### config.mk
export PLATFORM = sky130hd
export DESIGN_NAME = llpm_ram
export DESIGN_NICKNAME = d
export VERILOG_FILES = /design/src/sv/linear_longest_prefix_match_macros.svh /design/src/sv/llpm_ram.sv
export SDC_FILE = /design/constraint.sdc
export NUM_CORES = 1
export LEC_CHECK = 0
export ABC_AREA = 0
export ABC_CLOCK_PERIOD_IN_PS = 1910
export BUFFER_PORTS_ARGS = -buffer_cell sky130_fd_sc_hd__buf_2
export CORE_ASPECT_RATIO = 1.4
export CORE_UTILIZATION = 54
export CTS_BUF_LIST = sky130_fd_sc_hd__clkbuf_4
export CTS_CLUSTER_SIZE = 30
export DETAILED_ROUTE_END_ITERATION = 12
export PLACE_DENSITY = 0.77
export SLEW_MARGIN = 5
export SYNTH_ARGS = -nofsm -noshare
export SYNTH_HDL_FRONTEND = slang
export SYNTH_SLANG_ARGS = --single-unit
### constraint.sdc
create_clock -name i_clk -period 1.91 [get_ports i_clk]
set_input_delay 0.2865 -clock i_clk [delete_from_list [all_inputs] [get_ports i_clk]]
set_output_delay 0.2865 -clock i_clk [all_outputs]
set_load 0.1 [all_outputs]
### src/sv/linear_longest_prefix_match_macros.svh
// ============================================================================
// Assertion macros for the linear longest prefix match block
// Wraps concurrent assertions so that synthesis sees an empty body.
// ============================================================================
`ifndef LINEAR_LONGEST_PREFIX_MATCH_MACROS_SVH
`define LINEAR_LONGEST_PREFIX_MATCH_MACROS_SVH

`ifndef SYNTHESIS

// Checked on every rising edge, held off while reset is low.
`define LLPM_ASSERT(lbl, clk, rst_n, prop) \
    lbl: assert property (@(posedge clk) disable iff (!(rst_n)) (prop)) \
        else $error("assertion failed");

// Checked on every rising edge, reset included.
`define LLPM_ASSERT_ALWAYS(lbl, clk, prop) \
    lbl: assert property (@(posedge clk) (prop)) \
        else $error("assertion failed");

`else

`define LLPM_ASSERT(lbl, clk, rst_n, prop)
`define LLPM_ASSERT_ALWAYS(lbl, clk, prop)

`endif

`endif

### src/sv/llpm_ram.sv
// ============================================================================
// llpm_ram
// Generic simple dual port RAM, one write and one registered read per cycle.
// ============================================================================
module llpm_ram #(
    parameter int WIDTH = 8,
    parameter int DEPTH = 16
) (
    i_clk,
    i_we,
    i_waddr,
    i_wdata,
    i_raddr,
    o_rdata
);
    localparam int AW = (DEPTH > 1) ? $clog2(DEPTH) : 1;

    input  logic             i_clk;
    input  logic             i_we;
    input  logic [AW-1:0]    i_waddr;
    input  logic [WIDTH-1:0] i_wdata;
    input  logic [AW-1:0]    i_raddr;
    output logic [WIDTH-1:0] o_rdata;

    logic [WIDTH-1:0] r_mem [DEPTH];
    logic [WIDTH-1:0] r_rdata;

    always_ff @(posedge i_clk) begin
        if (i_we) begin
            r_mem[i_waddr] <= i_wdata;
        end
        r_rdata <= r_mem[i_raddr];
    end

    assign o_rdata = r_rdata;

endmodule

[After elaboration in Yosys (flattened, before gate mapping)]
Memories as Yosys holds them, arrays and structs flattened. A register that Yosys moved wholly into a read port is not among the register bits.
Index checks and enable logic that the tools add are counted.
Widths: inputs -> output; s select.
Storage, ports and cells
  register bits after elaboration: 0
  latch bits: 0
  bits in writable memories: 128
  memory bits (read-only): 0
  memories: 1
Memories
  r_mem: depth 16, width 8, rd ports 1, clocked after memory_dff 1, wr ports 1, line llpm_ram.sv:25  | logic [WIDTH-1:0] r_mem [DEPTH];
Cells by class
  add/sub/neg operators: 0
  $mul: 0
  div/mod/pow operators: 0
  order comparisons: 0
  equal/unequal tests: 0
  shift operators: 0
  multiplexer cells: 2
  bitwise gates (word level): 0
  reduce and logical (&&, ||, !) cells: 0
Operator list (number)
  $mux 1: 2

[Logic depth before layout (Yosys ltp)]
Gate-level depths: netlist of the first run.
  depth after elaboration: 2
  mapped depth: 5
  mapped depth without buffers: 3

[Worst setup path before layout of the first run]
No wires, ideal clock.
  path type: in2reg
  from: in i_waddr[2]
  to: mem r_mem[0][0], enable pin
  setup time: 383 ps
  arrival: 1396 ps
  setup slack: 131 ps
  cell stages on the path: 2
  path through: or3b_2 > nor3_1
RTL lines
  start, declared: line llpm_ram.sv:20  | input logic [AW-1:0] i_waddr;
  end, declared: line llpm_ram.sv:25
Straight into the memory's write port.

[Final worst setup path of the first run]
  from: reg r_rdata[1], in the netlist o_rdata[1] (read register of r_mem)
  to: out o_rdata[1]
RTL lines
  start, declared: line llpm_ram.sv:26  | logic [WIDTH-1:0] r_rdata;
  end, declared: line llpm_ram.sv:23  | output logic [WIDTH-1:0] o_rdata;
No word-level cell between the ends.

==> flow_summary.yaml, run 1 <==
floorplan:
  coreArea_sq_mm: 0.00913
  top_level_ports: 26
  num_rows: 41
  dieArea_sq_mm: 0.00993
  fp.dieW_um: 84.5
  die_h_um: 118
  initial_core_util_pct: 56.4
placement:
  place_ws_ns: 0.194
  place_congestion: 0.768
  dp_hpwl_um: 6030
  place_inst: 378
  io_buffers: 25
yosys:
  synth_compound_area_share_pct: 2.33
  synth_cell_types: 19
  synth_mux_area_share_pct: 15.0
  synth.cell_area_sq_mm: 0.00515
  yosys.area.top_type: "edfxtp_1"
  synth_top_family_by_area: "multiplexers"
  yosysWarnings: 0
  ys_seq_elements: 136
  synthCells: 229
  ys_seq_area_share_pct: 77.8
  synth_nets: 247
  synth_top_area_share_pct: 74.7
  synthAdderAreaFrac_pct: 0
  synth-simple-area-share_pct: 3.18
  synth_area_leaders: "edfxtp_1, mux4_2, mux4_1, dfxtp_1, a22oi_1"
  synth_xor_area_share_pct: 0
  synth.avg_cell_area_sq_um: 22.5
timing:
  fmaxAchievable_mhz: 634
  final.setup.tns_ns: 0
  tightest_slew_ns: 0.488
  fin_crit_ns: 1.58
  fin_ws_ns: 0.333
  rsz0062_at_grt: "no"
  setup_viol_count_final: 0
  fin_skew_ns: 0.0181
  fin_crit_sh_pct: 82.6
  finalHoldViolCount: 0
  timing.slew.headroom_pct: 67.7
  report.final.slew_viol_count: 0
setup_path:
  crit_required_ns: 1.62
  critPathTopFamily: "buffers and inverters"
  cp_cell_sequence: "buf_2"
  cp-start-kind: "flop"
  arrival_ns: 1.29
  slowest_stage: "buf_2"
  worstSetupPathType: "reg -> out"
  path_max_fanout: 1
  critPathMaxStageDelay_ns: 0.43
  path_buf_inv: 1
  critPathCaptureType: "primary output"
outcome:
  outcome: "finished with violations"
  violations: "design-rule violations"
clocking:
  cts_tree: "built"
  clkSlewWorstSetupHoldPaths_ns: 0.12
  numCtsBuffers: 17
  cts_sinks: 136
  hold_buffers: 0
  cts-root-buf: "clkbuf_4"
  clockBufferDepth: 2
  clk_latency_ns: 0.51
  postCtsSetupBuffers: 0
  ctsResizeCount: 0
  htree_num_levels: 4
power:
  p_per_area_mw_per_mm2: 971
  p_total_mw: 5.68
  p_leak_nw: 2.00
  irDropWorstVdd_mv: 0.707
detailed_routing:
  drcViolationCount: 2
  drt_first_iter_violations: 203
  vias: 2479
  ant_nets: 0
  drt-total-wl_um: 9380
  dr.pass1.iters: 9
  vias_per_cell: 6.05
  wl_per_cell_um: 22.9
cells_and_area:
  final_cells: 410
  diodes: 0
  area_growth_pct: 13.7
  nets: 308
  layout-drive-gt1-share_pct: 33.3
global_routing:
  grt_overflow: 0
  grt_pass1_vias: 2571
  grt.total_usage_pct: 21.0
  grt_start_max_net_pins: 33
  antenna_found_initial: 0
  grt_pass1_wl_um: 14400
run:
  max_cap_viol_count: 0
hold_path:
  hold_path_class: "in -> reg"
-- through the flow --
stage	utilization, %	instance area [sq um]	hold WS, ns
after floorplan	-	5150	0.385
after global placement	60.9	5560	0.654
after detailed placement	60.9	5560	0.673
after CTS	64.1	5850	0.0771
after global routing	64.1	5850	0.0979
final	64.1	5850	0.134
-- cell families (layout without fill, tap and decap cells) --
logic type	Yosys count	after routing
AOI/OAI and AO/OA	16	16
DFF	136	136
muxes	32	32
buffers and inverters	10	84
and+or+nand+nor	35	35
-- Yosys cell counts --
cell type and n:
buf_6 3, and2_1 1, a22oi_1 16, nand3_1 1, clkdlybuf4s25_2 3, mux4_2 18
dfxtp_1 8, nand2b_1 2, nor2_1 13, and2b_1 1, buf_2 3, edfxtp_1 128
mux4_1 14, nor2b_1 1, or3b_2 1, nand3b_1 2, buf_4 1, nand2_1 9
nor3_1 4
-- final cells by class --
class,count,area [sq um]
flip-flops and latches,136,4000
clock buffers,18,135
fillers,612,3280
multi-input cells,83,1060
well taps,107,134
clock inverters,14,159
repair buffers,52,365
-- registers in the layout (all words and copies together), names as in the netlist --
signal   flops
r_mem      128
o_rdata      8
-- power by group --
| part | internal (mW) | switching, mW | leakage [nW] |
|---|---|---|---|
| registers | 3.33 | 0.0175 | 1.22 |
| clock network | 0.906 | 0.972 | 0.145 |
| logic | 0.142 | 0.316 | 0.628 |
| total | 4.38 | 1.31 | 2.00 |
-- per-layer routing --
metal / share of wire [%] / GRT usage [%] / up-vias
met5: 0 / 0 / -
met4: 2.8 / 11.8 / 0
met3: 6.5 / 6.03 / 20
met2: 51 / 32.7 / 110
met1: 40 / 26.7 / 1252
li1: - / - / 1097
-- path summary, 6_finish.rpt --
kind,slack (ns),start,depth (start not counted),endpoint
max,0.33,o_rdata[1]$_DFF_P_,1,o_rdata[1]
min,0.13,i_wdata[1],1,r_mem[5][1]$_DFFE_PP_
max reg2reg,0.53,r_mem[0][5]$_DFFE_PP_,3,o_rdata[5]$_DFF_P_
min reg2reg,0.69,r_mem[12][6]$_DFFE_PP_,3,o_rdata[6]$_DFF_P_
-- placed cells by master, fill, tap and decap left out --
cell,n
mux4_1,14
buf_2,25
mux4_2,18
and2b_1,1
nor2_1,13
nand2b_1,2
nor3_1,4
nor2b_1,1
dfxtp_1,8
or3b_2,1
buf_4,24
nand2_1,9
nand3_1,1
and2_1,1
buf_12,3
edfxtp_1,128
nand3b_1,2
bufinv_16,3
clkinv_1,2
clkinv_2,3
clkinv_4,1
clkbuf_4,18
a22oi_1,16
clkinvlp_4,5
-- worst reg2reg max path, stage by stage, from the launching register on --
cell and delay (ns):
edfxtp_1 0.38, mux4_1 0.50, a22oi_1 0.32, nand2_1 0.09
Note: power is estimated with default switching activity, not from simulation.
==> inputs of run 2 (changes only) <==
- ABC_CLOCK_PERIOD_IN_PS: 1910 -> 1300
- PLACE_DENSITY: 0.77 -> 0.79
- clock period: 1.91 -> 1.3 ns (I/O delays scaled with it)
==> run 2 against run 1 <==
The flow finishes with violations (design-rule violations, negative setup slack). Cell area grew 5.6%. Critical path depth grew 2. Non-clock buffer count grew 9. Total power grew 50%.
==> flow_summary.yaml, run 2 (synthesis results as in run 1) <==
outcome:
  outcome: "finished with violations"
  violations: "design-rule violations, negative setup slack"
setup_path:
  worstSetupPathType: "reg -> reg"
  crit_start: "r_mem[3][1]$_DFFE_PP_"
  critPathTopFamily: "multiplexers"
  slowest_stage: "mux4_2"
  critPathCaptureType: "flop"
  path_max_fanout: 1
  cp-start-kind: "flop"
  r2r-end: "o_rdata[1]$_DFF_P_"
  arrival_ns: 1.72
  r2r_cells: 3
  path_buf_inv: 0
  crit_required_ns: 1.71
  critPathMaxStageDelay_ns: 0.50
  cp_cell_sequence: "mux4_2 -> a22oi_2 -> nand2_1"
  ff2ff_setup_slack_ns: -0.01
  cp_num_cells: 3
  reg2reg_from: "r_mem[3][1]$_DFFE_PP_"
cells_and_area:
  layout-drive-gt1-share_pct: 46.5
  area_growth_pct: 20.1
  nets: 317
  post-route-util_pct: 67.7
  largest_reg_flops: 128
  diodes: 0
  final_cells: 419
  fillers: 589
  layout_common_cells: "edfxtp_1, mux4_2, buf_4"
  layout_commonest_cell: "edfxtp_1"
  regMostFlops: "r_mem"
detailed_routing:
  vias_per_cell: 6.00
  drt-total-wl_um: 9400
  dr.pass1.iters: 9
  ant_nets: 0
  drcViolationCount: 6
  vias: 2515
  drt_first_iter_violations: 177
  wl_per_cell_um: 22.4
floorplan:
  initial_core_util_pct: 56.4
  coreArea_sq_mm: 0.00913
  dieArea_sq_mm: 0.00993
  die_h_um: 118
  num_rows: 41
  fp.dieW_um: 84.5
  top_level_ports: 26
global_routing:
  grt_overflow: 0
  grt_pass1_vias: 2729
  antenna_found_initial: 0
  grt_pass1_wl_um: 14900
  grt_start_max_net_pins: 18
  grt.total_usage_pct: 21.3
power:
  pwr-share-comb_pct: 9.8
  intPower_mw: 6.42
  irDropWorstVdd_mv: 1.04
  p_switching_mw: 2.10
  seqPwrFrac_pct: 58.1
  sw_frac_of_total_pct: 24.6
  p_per_area_mw_per_mm2: 1380
  clockPowerShare_pct: 32.2
  p_leak_nw: 2.06
timing:
  finalHoldViolCount: 0
  fin_crit_ns: 1.31
  rsz0062_at_grt: "yes"
  fin_ws_ns: -0.0103
  final.setup.tns_ns: -0.0103
  setup_viol_count_final: 1
  report.final.slew_viol_count: 0
  fin_skew_ns: 0.0171
  timing.slew.headroom_pct: 38.0
  tightest_slew_ns: 0.927
  fin_crit_sh_pct: 101
  fmaxAchievable_mhz: 763
hold_path:
  min_to: "r_mem[12][1]$_DFFE_PP_"
  hold_start: "i_wdata[1]"
  hold_path_class: "in -> reg"
  worstHoldPathCells: 1
clocking:
  numCtsBuffers: 17
  clkSlewWorstSetupHoldPaths_ns: 0.13
  clk_latency_ns: 0.51
  cts_tree: "built"
  postCtsSetupBuffers: 0
  cts-root-buf: "clkbuf_4"
  htree_num_levels: 4
  clockBufferDepth: 2
  cts_sinks: 136
placement:
  dp_hpwl_um: 6390
  io_buffers: 25
  place_congestion: 0.727
  place_inst: 382
run:
  max_cap_viol_count: 0
-- run 2: power groups by stage --
stage	Sequential [mW]	Clock, mW	Combinational [mW]
after floorplan	5.23	0	0.257
after global placement	5.02	0	0.694
after detailed placement	5.03	0	0.711
after CTS	4.95	2.81	0.815
after global routing	4.96	2.99	0.881
final	4.95	2.74	0.832
-- run 2: routing by layer --
layer  share of wire [%]  vias to the layer above  routed length (um)  global-route usage [%]
li1                    -                     1111                   -                       -
met1                  39                     1304                3710                    26.3
met2                  54                       94                5100                    35.8
met3                 5.6                        6                 525                    6.03
met4                0.79                        0                  74                    8.16
met5                   0                        -                   0                       0
-- run 2: worst max path at each step --
stage | to | slack, ns
after detailed placement | o_rdata[3]$_DFF_P_ | -0.31
after global placement | o_rdata[3]$_DFF_P_ | -0.27
after global routing | o_rdata[1]$_DFF_P_ | -0.06
after CTS | o_rdata[7] | -0.03
final | o_rdata[1]$_DFF_P_ | -0.01
after floorplan | o_rdata[1]$_DFF_P_ | -0.03
-- run 2: worst reg2reg max path: cells and delay by family, from the launching register on --
family,cells,cell delay (ns)
muxes,1,0.50
DFF,1,0.41
AOI/OAI and AO/OA,1,0.24
and+or+nand+nor,1,0.07
-- run 2: area by class of cell --
cell class                 count  area [sq um]  area share (%)
clock inverter                15           166            2.69
tap                          107           134            2.17
multi-input combinational     83          1120            18.1
sequential                   136          4020            65.0
timing repair buffer          61           616            9.96
clock buffer                  17           128            2.06
-- run 2: what timing repair did --
action | CTS | global route
gates resized for setup | 45 | 16
pin swaps | 0 | 7
setup endpoints to repair | 12 | 16
hold endpoints to repair | 30 | 0
hold buffers | 5 | 0
-- run 2: per-stage QoR --
| step | area (sq um) | hold slack (ns) | total power, mW | setup WS, ns |
|---|---|---|---|---|
| final | 6180 | 0.0611 | 8.52 | -0.0103 |
| after global routing | 6180 | 0.00103 | 8.83 | -0.0575 |
| after CTS | 6160 | 0.000348 | 8.57 | -0.0283 |
| after detailed placement | 5690 | 0.592 | 5.74 | -0.308 |
| after global placement | 5690 | 0.574 | 5.72 | -0.268 |
| after floorplan | 5190 | 0.294 | 5.48 | -0.0315 |
==> inputs of run 3 (changes only) <==
--- a/config.mk
+++ b/config.mk
@@ -10,9 +10,9 @@
 export BUFFER_PORTS_ARGS = -buffer_cell sky130_fd_sc_hd__buf_2
 export CORE_ASPECT_RATIO = 1.4
-export CORE_UTILIZATION = 54
+export CORE_UTILIZATION = 55
 export CTS_BUF_LIST = sky130_fd_sc_hd__clkbuf_4
 export CTS_CLUSTER_SIZE = 30
 export DETAILED_ROUTE_END_ITERATION = 12
-export PLACE_DENSITY = 0.79
+export PLACE_DENSITY = 0.81
 export SLEW_MARGIN = 5
 export SYNTH_ARGS = -nofsm -noshare
==> constraint.sdc (replaced) <==
create_clock -name i_clk -period 1.3 [get_ports i_clk]
set_input_delay 0.195 -clock i_clk [delete_from_list [all_inputs] [get_ports i_clk]]
set_output_delay 0.195 -clock i_clk [all_outputs]
set_load 0.005 [all_outputs]
==> run 3 against run 2 <==
The flow now finishes without violations. Largest cell class unchanged. Critical endpoint is now o_rdata[7]$_DFF_P_. Clock skew shrank 0.0018 ns. Non-clock buffer count rose by 5. Sequential power about the same. Sequential share of layout area rose by 1.8 points.
==> flow_summary.yaml, run 3 (synthesis results as in run 1) <==
cells_and_area:
  post-route-util_pct: 66.4
  regMostFlops: "r_mem"
  largest_reg_flops: 128
  nets: 322
  diodes: 0
  layout_commonest_cell: "edfxtp_1"
  layout-drive-gt1-share_pct: 42.6
  layout_common_cells: "edfxtp_1, buf_4, mux4_2"
  area_growth_pct: 16.5
  final_cells: 424
hold_path:
  hold_start: "i_wdata[0]"
  min_to: "r_mem[2][0]$_DFFE_PP_"
  worstHoldPathCells: 1
  hold_path_class: "in -> reg"
floorplan:
  fp.dieW_um: 83.8
  coreArea_sq_mm: 0.00903
  initial_core_util_pct: 57.0
  num_rows: 41
  dieArea_sq_mm: 0.00976
  die_h_um: 116
  top_level_ports: 26
placement:
  io_buffers: 25
  dp_hpwl_um: 6570
  place_congestion: 0.796
  place_inst: 386
clocking:
  cts_sinks: 136
  numCtsBuffers: 17
  clkSlewWorstSetupHoldPaths_ns: 0.12
  clk_latency_ns: 0.53
  htree_num_levels: 4
  postCtsSetupBuffers: 0
  clockBufferDepth: 2
  cts_tree: "built"
  cts-root-buf: "clkbuf_4"
setup_path:
  path_max_fanout: 1
  ff2ff_setup_slack_ns: 0.02
  r2r-end: "o_rdata[7]$_DFF_P_"
  path_buf_inv: 0
  critPathTopFamily: "multiplexers"
  critPathMaxStageDelay_ns: 0.48
  crit_start: "r_mem[8][7]$_DFFE_PP_"
  cp_cell_sequence: "mux4_2 -> a22oi_1 -> nand2_1"
  worstSetupPathType: "reg -> reg"
  cp-start-kind: "flop"
  crit_required_ns: 1.72
  reg2reg_from: "r_mem[8][7]$_DFFE_PP_"
  r2r_cells: 3
  arrival_ns: 1.71
  slowest_stage: "mux4_2"
  critPathCaptureType: "flop"
detailed_routing:
  ant_nets: 0
  vias: 2542
  wl_per_cell_um: 22.9
  dr.pass1.iters: 5
  drcViolationCount: 0
  drt_first_iter_violations: 232
  drt-total-wl_um: 9710
  vias_per_cell: 6.00
power:
  p_per_area_mw_per_mm2: 1310
  p_leak_nw: 2.01
  irDropWorstVdd_mv: 0.807
  p_total_mw: 7.88
timing:
  fin_crit_ns: 1.28
  report.final.slew_viol_count: 0
  fin_crit_sh_pct: 98.8
  tightest_slew_ns: 1.00
  finalHoldViolCount: 0
  final.setup.tns_ns: 0
  timing.slew.headroom_pct: 33.0
  setup_viol_count_final: 0
  fmaxAchievable_mhz: 778
  fin_skew_ns: 0.0152
  rsz0062_at_grt: "yes"
  timing.hold.ws_ns: 0.0599
global_routing:
  grt_overflow: 0
  grt_start_max_net_pins: 17
  grt.total_usage_pct: 21.9
  grt_pass1_vias: 2613
  grt_pass1_wl_um: 14600
  antenna_found_initial: 0
outcome:
  outcome: "finished clean"
run:
  max_cap_viol_count: 0
==> run 3: per-stage QoR <==
step	area, sq um	setup slack, ns
floorplan	5190	-0.0315
global placement	5680	-0.294
detailed placement	5680	-0.316
CTS	5970	0.00211
global route	6000	-0.0197
finish	6000	0.0153
==> run 3: cell type report <==
type	instances	area, sq um
clock buffers	17	128
clock inverters	15	130
fillers	571	3030
multi-input cells	83	1090
flip-flops and latches	136	4000
well taps	107	134
repair buffers	66	510
==> run 3: what timing repair did <==
item	CTS	global route
gates resized for setup	6	11
hold buffers	3	3
setup endpoints to repair	5	7
pin swaps	1	4
endpoints found under the hold margin	24	12
==> run 3: worst max-delay path by stage <==
stage,slack (ns),endpoint,cells after the start
finish,0.02,o_rdata[7]$_DFF_P_,3
global route,-0.02,o_rdata[7]$_DFF_P_,3
CTS,0.002,o_rdata[0]$_DFF_P_,3
detailed placement,-0.32,o_rdata[2]$_DFF_P_,5
global placement,-0.29,o_rdata[2]$_DFF_P_,5
floorplan,-0.03,o_rdata[1]$_DFF_P_,5
==> run 3: routing by layer <==
layer	track usage, %	vias to the layer above	wire length (um)
li1	-	1120	-
met1	25.7	1290	3710
met2	37.7	117	5290
met3	6.78	15	552
met4	9.60	0	160
met5	0	-	0
==> run 3: power by group <==
| part | internal (mW) | switching [mW] | total, mW |
|---|---|---|---|
| Combinational | 0.249 | 0.272 | 0.520 |
| Sequential | 4.89 | 0.0306 | 4.92 |
| Clock | 0.940 | 1.50 | 2.44 |
| Total | 6.08 | 1.80 | 7.88 |
